<file path="config.mk">
export PLATFORM = sky130hd
export DESIGN_NAME = bounded_ordered_list
export DESIGN_NICKNAME = d
export VERILOG_FILES = /design/src/design/bol_pkg.sv /design/src/design/bounded_ordered_list.sv /design/src/design/bol_cell.sv
export SDC_FILE = /design/constraint.sdc
export NUM_CORES = 2
export LEC_CHECK = 0
export BUFFER_PORTS_ARGS = -buffer_cell sky130_fd_sc_hd__buf_2
export CAP_MARGIN = 20
export CORE_AREA = 2 2 334 336
export CTS_BUF_LIST = sky130_fd_sc_hd__clkbuf_8
export CTS_CLUSTER_DIAMETER = 200
export DETAILED_ROUTE_END_ITERATION = 12
export DIE_AREA = 0 0 336 338
export PLACE_DENSITY_LB_ADDON = 0.1
export SETUP_SLACK_MARGIN = 0.5
export SLEW_MARGIN = 10
export SYNTH_ARGS = -nofsm -noshare
export SYNTH_HDL_FRONTEND = slang
export SYNTH_SLANG_ARGS = --single-unit
</file>
<file path="constraint.sdc">
create_clock -name clk_i -period 7 [get_ports clk_i]
set_clock_uncertainty 0.1 [all_clocks]
set_input_delay 0.7 -clock clk_i [delete_from_list [all_inputs] [get_ports clk_i]]
set_output_delay 0.7 -clock clk_i [all_outputs]
set_load 0.005 [all_outputs]
</file>
<file path="src/design/bol_pkg.sv">
// types and constants shared by the ordered list and its storage cells
// no dependencies
`default_nettype none

package bol_pkg;

  // widest cell index and element count the cell row supports
  localparam int unsigned IDX_W = 8;
  localparam int unsigned LEN_W = 9;

  typedef enum logic [2:0] {
    MODE_CLEAR      = 3'd0,
    MODE_PUSH_FRONT = 3'd1,
    MODE_PUSH_BACK  = 3'd2,
    MODE_INSERT_AT  = 3'd3,
    MODE_POP_FRONT  = 3'd4,
    MODE_POP_BACK   = 3'd5,
    MODE_SEARCH     = 3'd6,
    MODE_READ_AT    = 3'd7
  } mode_e;

  typedef enum logic [1:0] {
    ST_OK    = 2'd0,
    ST_EMPTY = 2'd1,
    ST_FULL  = 2'd2,
    ST_POS   = 2'd3
  } status_e;

  typedef enum logic [1:0] {
    CELL_HOLD = 2'd0,
    CELL_INS  = 2'd1,
    CELL_REM  = 2'd2
  } cell_op_e;

  typedef enum logic [1:0] {
    S_IDLE    = 2'd0,
    S_COLLECT = 2'd1,
    S_OUT     = 2'd2
  } state_e;

  typedef struct packed {
    mode_e              mode;
    logic signed [31:0] value;
    logic [4:0]         position;
  } req_t;

  typedef struct packed {
    status_e            status;
    logic               found;
    logic signed [31:0] read_value;
    logic [4:0]         count;
  } rsp_t;

  // broadcast to every cell of the row
  typedef struct packed {
    cell_op_e           op;
    logic [IDX_W-1:0]   idx;
    logic               rd_en;
    logic [IDX_W-1:0]   rd_idx;
    logic               srch_en;
    logic [LEN_W-1:0]   len;
    logic signed [31:0] value;
  } cell_cmd_t;

endpackage

`default_nettype wire

</file>
<file path="src/design/bounded_ordered_list.sv">
// bounded ordered list of signed 32-bit values kept in a row of bol_cell
// cells, with request decode, element count and response register; uses bol_pkg
//
//   port        dir  handshake               payload
//   in request  in   in_valid_i/in_stall_o   in_req_i  (req_t)
//   out result  out  out_valid_o/out_stall_i out_rsp_o (rsp_t)
//
// per request: cells shift and compare on the accept edge,
// hit and read data of all cells are merged in the collect state, the result shows in the out state
// in_stall_o is high from acceptance until the result has been taken
// reset empties the list; cell contents are not cleared
// a stalled result holds, and no new request is taken meanwhile
`default_nettype none

module bounded_ordered_list
  import bol_pkg::*;
#(
  parameter int unsigned DEPTH = 16
) (
  input  wire        clk_i,
  input  wire        rst_ni,
  input  wire        in_valid_i,
  output logic       in_stall_o,
  input  wire req_t  in_req_i,
  output logic       out_valid_o,
  input  wire        out_stall_i,
  output rsp_t       out_rsp_o
);

  localparam int unsigned CW   = $clog2(DEPTH + 1);
  localparam int unsigned CMPW = (CW + 1 > 5) ? CW + 1 : 5;

  state_e state_q, state_d;
  logic [CW-1:0] len_q, len_d;
  status_e status_q, status_d;
  rsp_t rsp_q, rsp_d;
  cell_cmd_t cmd;
  logic in_fire;

  logic [CMPW-1:0] len_e, pos_e, len_nx;

  logic signed [31:0] cell_data [DEPTH];
  logic               cell_hit  [DEPTH];
  logic signed [31:0] cell_rd   [DEPTH];

  assign in_fire = in_valid_i && !in_stall_o;
  assign len_e   = CMPW'(len_q);
  assign pos_e   = CMPW'(in_req_i.position);

  // request decode
  always_comb begin
    status_d    = ST_OK;
    len_nx      = len_e;
    cmd.op      = CELL_HOLD;
    cmd.idx     = '0;
    cmd.rd_en   = 1'b0;
    cmd.rd_idx  = '0;
    cmd.srch_en = 1'b0;
    cmd.len     = LEN_W'(len_q);
    cmd.value   = in_req_i.value;
    unique case (in_req_i.mode)
      MODE_CLEAR: len_nx = '0;
      MODE_PUSH_FRONT: begin
        if (len_e == CMPW'(DEPTH)) begin
          status_d = ST_FULL;
        end else begin
          cmd.op = CELL_INS;
          len_nx = len_e + 1'b1;
        end
      end
      MODE_PUSH_BACK: begin
        if (len_e == CMPW'(DEPTH)) begin
          status_d = ST_FULL;
        end else begin
          cmd.op  = CELL_INS;
          cmd.idx = IDX_W'(len_e);
          len_nx  = len_e + 1'b1;
        end
      end
      MODE_INSERT_AT: begin
        if (len_e == CMPW'(DEPTH)) begin
          status_d = ST_FULL;
        end else if (pos_e == '0 || pos_e > len_e + 1'b1) begin
          status_d = ST_POS;
        end else begin
          cmd.op  = CELL_INS;
          cmd.idx = IDX_W'(pos_e - 1'b1);
          len_nx  = len_e + 1'b1;
        end
      end
      MODE_POP_FRONT: begin
        if (len_e == '0) begin
          status_d = ST_EMPTY;
        end else begin
          cmd.op = CELL_REM;
          len_nx = len_e - 1'b1;
        end
      end
      MODE_POP_BACK: begin
        if (len_e == '0) begin
          status_d = ST_EMPTY;
        end else begin
          len_nx = len_e - 1'b1;
        end
      end
      MODE_SEARCH: begin
        if (len_e == '0) begin
          status_d = ST_EMPTY;
        end else begin
          cmd.srch_en = 1'b1;
        end
      end
      MODE_READ_AT: begin
        if (len_e == '0) begin
          status_d = ST_EMPTY;
        end else if (pos_e == '0 || pos_e > len_e) begin
          status_d = ST_POS;
        end else begin
          cmd.rd_en  = 1'b1;
          cmd.rd_idx = IDX_W'(pos_e - 1'b1);
        end
      end
      default: status_d = ST_OK;
    endcase
    if (!in_fire) begin
      cmd.op      = CELL_HOLD;
      cmd.rd_en   = 1'b0;
      cmd.srch_en = 1'b0;
    end
  end

  assign len_d = in_fire ? CW'(len_nx) : len_q;

  // cell row
  for (genvar k = 0; k < DEPTH; k++) begin : g_cell
    logic signed [31:0] left_w, right_w;
    if (k == 0) begin : g_first
      assign left_w = '0;
    end else begin : g_mid_l
      assign left_w = cell_data[k-1];
    end
    if (k == DEPTH - 1) begin : g_last
      assign right_w = cell_data[k];
    end else begin : g_mid_r
      assign right_w = cell_data[k+1];
    end
    bol_cell #(.IDX(k)) u_cell (
      .clk_i   (clk_i),
      .cmd_i   (cmd),
      .left_i  (left_w),
      .right_i (right_w),
      .data_o  (cell_data[k]),
      .hit_o   (cell_hit[k]),
      .rd_o    (cell_rd[k])
    );
  end

  // merge of registered cell results
  always_comb begin
    logic               any_hit;
    logic signed [31:0] rd_acc;
    any_hit = 1'b0;
    rd_acc  = '0;
    for (int i = 0; i < DEPTH; i++) begin
      any_hit = any_hit | cell_hit[i];
      rd_acc  = rd_acc | cell_rd[i];
    end
    rsp_d            = rsp_q;
    rsp_d.status     = status_q;
    rsp_d.found      = any_hit;
    rsp_d.read_value = rd_acc;
    rsp_d.count      = len_e[4:0];
  end

  // next state
  always_comb begin
    state_d = state_q;
    unique case (state_q)
      S_IDLE:    if (in_fire) state_d = S_COLLECT;
      S_COLLECT: state_d = S_OUT;
      S_OUT:     if (!out_stall_i) state_d = S_IDLE;
      default:   state_d = S_IDLE;
    endcase
  end

  // handshake outputs
  always_comb begin
    in_stall_o  = (state_q != S_IDLE);
    out_valid_o = (state_q == S_OUT);
  end

  always_ff @(posedge clk_i or negedge rst_ni) begin
    if (!rst_ni) begin
      state_q <= S_IDLE;
      len_q   <= '0;
    end else begin
      state_q <= state_d;
      len_q   <= len_d;
    end
  end

  always_ff @(posedge clk_i) begin
    if (in_fire) begin
      status_q <= status_d;
    end
    if (state_q == S_COLLECT) begin
      rsp_q <= rsp_d;
    end
  end

  assign out_rsp_o = rsp_q;

  a_len_bound: assert property (@(posedge clk_i) disable iff (!rst_ni)
    len_q <= CW'(DEPTH))
    else $error("element count above depth");

  a_clear_empties: assert property (@(posedge clk_i) disable iff (!rst_ni)
    in_fire && in_req_i.mode == MODE_CLEAR |=> len_q == '0)
    else $error("clear left elements behind");

  a_accept_collect: assert property (@(posedge clk_i) disable iff (!rst_ni)
    in_fire |=> state_q == S_COLLECT && in_stall_o)
    else $error("request accepted without collect cycle");

  a_fail_no_data: assert property (@(posedge clk_i) disable iff (!rst_ni)
    out_valid_o && out_rsp_o.status != ST_OK |->
      out_rsp_o.found == 1'b0 && out_rsp_o.read_value == '0)
    else $error("failed request carries data");

  a_count_match: assert property (@(posedge clk_i) disable iff (!rst_ni)
    out_valid_o |-> out_rsp_o.count == len_e[4:0])
    else $error("reported count differs from list length");

endmodule

`default_nettype wire

</file>
<file path="src/design/bol_cell.sv">
// one storage cell of the ordered list row: holds one element, shifts to or
// from its neighbours and compares against the broadcast request; uses bol_pkg
`default_nettype none

module bol_cell
  import bol_pkg::*;
#(
  parameter int unsigned IDX = 0
) (
  input  wire                      clk_i,
  input  wire cell_cmd_t           cmd_i,
  input  wire logic signed [31:0]  left_i,
  input  wire logic signed [31:0]  right_i,
  output logic signed [31:0]       data_o,
  output logic                     hit_o,
  output logic signed [31:0]       rd_o
);

  localparam logic [LEN_W-1:0] K = LEN_W'(IDX);

  logic signed [31:0] data_q, data_d;
  logic               hit_q, hit_d;
  logic signed [31:0] rd_q, rd_d;
  logic [LEN_W-1:0]   idx_ext, rd_idx_ext;

  assign idx_ext    = LEN_W'(cmd_i.idx);
  assign rd_idx_ext = LEN_W'(cmd_i.rd_idx);

  always_comb begin
    data_d = data_q;
    unique case (cmd_i.op)
      CELL_INS: begin
        if (K > idx_ext) begin
          data_d = left_i;
        end else if (K == idx_ext) begin
          data_d = cmd_i.value;
        end
      end
      CELL_REM: begin
        if (K >= idx_ext) begin
          data_d = right_i;
        end
      end
      default: data_d = data_q;
    endcase
    hit_d = cmd_i.srch_en && (K < cmd_i.len) && (data_q == cmd_i.value);
    rd_d  = (cmd_i.rd_en && (K == rd_idx_ext)) ? data_q : '0;
  end

  always_ff @(posedge clk_i) begin
    data_q <= data_d;
    hit_q  <= hit_d;
    rd_q   <= rd_d;
  end

  assign data_o = data_q;
  assign hit_o  = hit_q;
  assign rd_o   = rd_q;

endmodule

`default_nettype wire
</file>
==> metrics.txt <==
Cell Area, Synth=49200 um^2; CTS max path bufs=3; number of I/O port buffers=85; RR Startpoint=len_q[1]$_DFFE_PN0P_; commonest cells in the netlist=edfxtp_1 (554), dfxtp_1 (528), and2_1 (515), xor2_1 (352), nand2_1 (315); Post-Route WL=211 mm; setup violators final=0; CP Cell Sequence=inv_1, ha_1, inv_1, ha_1, nor2b_1, o21ai_0, a221oi_1, nor2_1, o21a_1, inv_1, ha_4, or2_2, a21oi_4, buf_4; CP max stage delay=1.00 ns; most frequent cell after synthesis=edfxtp_1; vias=36900; Inst Count DP=5649; setup TNS=0 ns; ys async rst share=0.643%; vias in the first global route=roughly 34000; CP bufs+invs=4; root buffer cell=clkbuf_8; fin cells=6017; Gates resized, CTS repair=0; Core ar.=110000 um^2; # H-tree levels=4; TritonCTS clock tree=done; number of synthesized flops with an enable pin=554; CTS Buf Count=185; power density cells=337 nW/um^2; CP top delay family=compound AO/OA/AOI/OAI gates; GRT overflow=0; reg2reg setup slack=between 1 and 1.5 ns; I/O Pins=86; static leakage=~21 nW; Detail Route Antenna Nets=0; share of post-route cells with drive strength above 1=12.3%; chip height=338 um; Crit Path Category=reg -> reg; CP Launch Type=register; most frequent CP cell=inv_1; RSZ-0062 raised after global routing=false; Worst Setup SP=len_q[1]$_DFFE_PN0P_; CP arrival=6.17 ns; Max VDD drop=~0.00018 V; worst reg2reg path depth=14; first-pass GRT wire length=roughly 290 mm; worst r2r dst=g_cell[9].u_cell.data_o[2]$_DFFE_PP_; initial core utilization=about 45%; TritonCTS Sinks=1089; Yosys cell types=67; fmax=around 170 MHz; DIE AREA=approximately 110000 um^2; CP endpoint kind=register; DRC violations left=0; post-detail-place hpwl=143 mm; post-synth top area cell=edfxtp_1; Area Growth Syn to Fin=12.4%; final period utilization=82.4%; Layout Nets=4416; outcome=complete, no violations; Fin. Hold Viols=0; fillers=roughly 10000; ys flop type=edfxtp_1; max_cap viols=0; die width=336 um; Routed WL per cell=~35 um; Yosys Warn Count=0; post-synthesis cell count=approximately 4300; CP max stage cell=a21oi_4; post-synth top area share=33.8%; Final Critical Period=5.77 ns; Pins Over Slew Limit=0; Total GRT Usage=36.8%; Avg Cell Area, Syn=11.4 um^2; starting DRC count in detailed routing=5717; Tightest Pin Transition=1.30 ns; gpl congestion=1.09; vias per inst=6.13; Worst-Skew Late Latency=0.90 ns; synthesized net count=4388; synth top area cells=edfxtp_1 (34%), dfxtp_1 (21%), and2_1 (6.5%); Clock Pin Slew Worst Setup and Hold Paths=around 0.07 ns; Slew headroom=12.4%; largest net degree at the start of global routing=218; drt pass-1 iters=6; initial antenna violation count=21; crit-path max FO=43; Rows=122; WP data required=7.40 ns; hold crit path type=in -> async; Yosys reg bits=1089; Seq/Total Area, Yosys=a little under three fifths
[layer usage]
metal	GRT usage [%]	vias to the layer above	share of wire [%]
li1	-	15700	-
met1	50.2	18400	41
met2	53.3	2373	42
met3	9.17	485	11
met4	20.6	6	6.1
met5	0	-	0.020
[worst max path at each step]
stage,slack [ns],depth (start not counted),end
after global routing,1.14,13,g_cell[9].u_cell.data_o[9]$_DFFE_PP_
after CTS,1.28,14,g_cell[9].u_cell.data_o[9]$_DFFE_PP_
final,1.23,14,g_cell[9].u_cell.data_o[2]$_DFFE_PP_
after global placement,1.48,14,g_cell[9].u_cell.data_o[27]$_DFFE_PP_
after detailed placement,1.33,14,g_cell[9].u_cell.data_o[27]$_DFFE_PP_
after floorplan,1.25,11,g_cell[5].u_cell.data_o[0]$_DFFE_PP_
[what timing repair did]
item | in CTS | in global routing
hold buffers | 3 | 0
hold endpoints to repair | 9 | 0
buffers inserted | 0 | 0
[cells in the final DEF, fill, tap and decap left out, drive strengths merged, types with 4 or more instances in the layout]
cell type  Yosys  routed
a21o          36      36
a21oi         24      24
a221o        161     161
a22oi          4       4
a31oi          4       4
and2         515     515
buf          115     177
bufinv         0       9
clkbuf       224     229
clkinv         1      46
dfrtp          7       7
dfxtp        528     528
diode          0       9
edfxtp       554     554
ha            16      16
inv           15      80
mux2          32      32
mux2i        292     292
nand2        315     315
nand2b         4       4
nand3          9       9
nand4         97      97
nor2          35      35
nor2b         41      41
nor3          32      32
nor3b        160     160
nor4         233     233
o21a           5       5
o21ai        306     306
o31ai          5       5
xnor2        166     166
xor2         352     352
[power by group]
part | switching [W] | internal (W)
Clock | 0.00282 | 0.00332
Combinational | 0.00287 | 0.00128
Sequential | 0.000735 | 0.00763
Total | 0.00642 | 0.0122
[final cells by class]
cell class	instances	area (um^2)	share of cell area [%]
clock buffers	229	3150	5.70
well taps	1488	1860	3.36
repair buffers	180	1260	2.28
flip-flops and latches	1089	27400	49.5
diodes	9	22.5	0.0407
multi-input cells	2884	20800	37.5
clock inverters	122	850	1.54
inverters	16	60.1	0.109
[cell families (layout without fill, tap and decap cells)]
| family | after synthesis | in the layout | share of synthesized area [%] |
|---|---|---|---|
| and+or+nand+nor | 1453 | 1453 | 17.1 |
| adders and majority gates | 16 | 16 | 0.407 |
| buffers and inverters | 355 | 547 | 3.05 |
| AOI/OAI and AO/OA | 573 | 573 | 7.98 |
| DFF | 1089 | 1089 | 55.6 |
| xor gates and xnor gates | 518 | 518 | 9.21 |
| other | 0 | 9 | 0 |
| muxes | 324 | 324 | 6.67 |
[flip-flops by register name (all words and copies together), names as in the netlist]
name / cells
g_cell.u_cell.rd_o: 512
status_q: 2
g_cell.u_cell.data_o: 512
state_q: 2
out_rsp_o: 40
g_cell.u_cell.hit_o: 16
len_q: 5
[metrics by stage]
stage	total power, W	hold WS, ns	util, %	worst slack (ns)	cell area (um^2)
global placement	0.0124	0.303	46.5	1.48	51200
finish	0.0187	0.0841	50.3	1.23	55300
detailed placement	0.0124	0.310	46.6	1.33	51200
CTS	0.0185	0.0460	50.2	1.28	55300
global route	0.0191	0.0918	50.3	1.14	55300
floorplan	0.0104	0.300	-	1.25	49200
No activity file was read; power rests on OpenSTA's default activity.
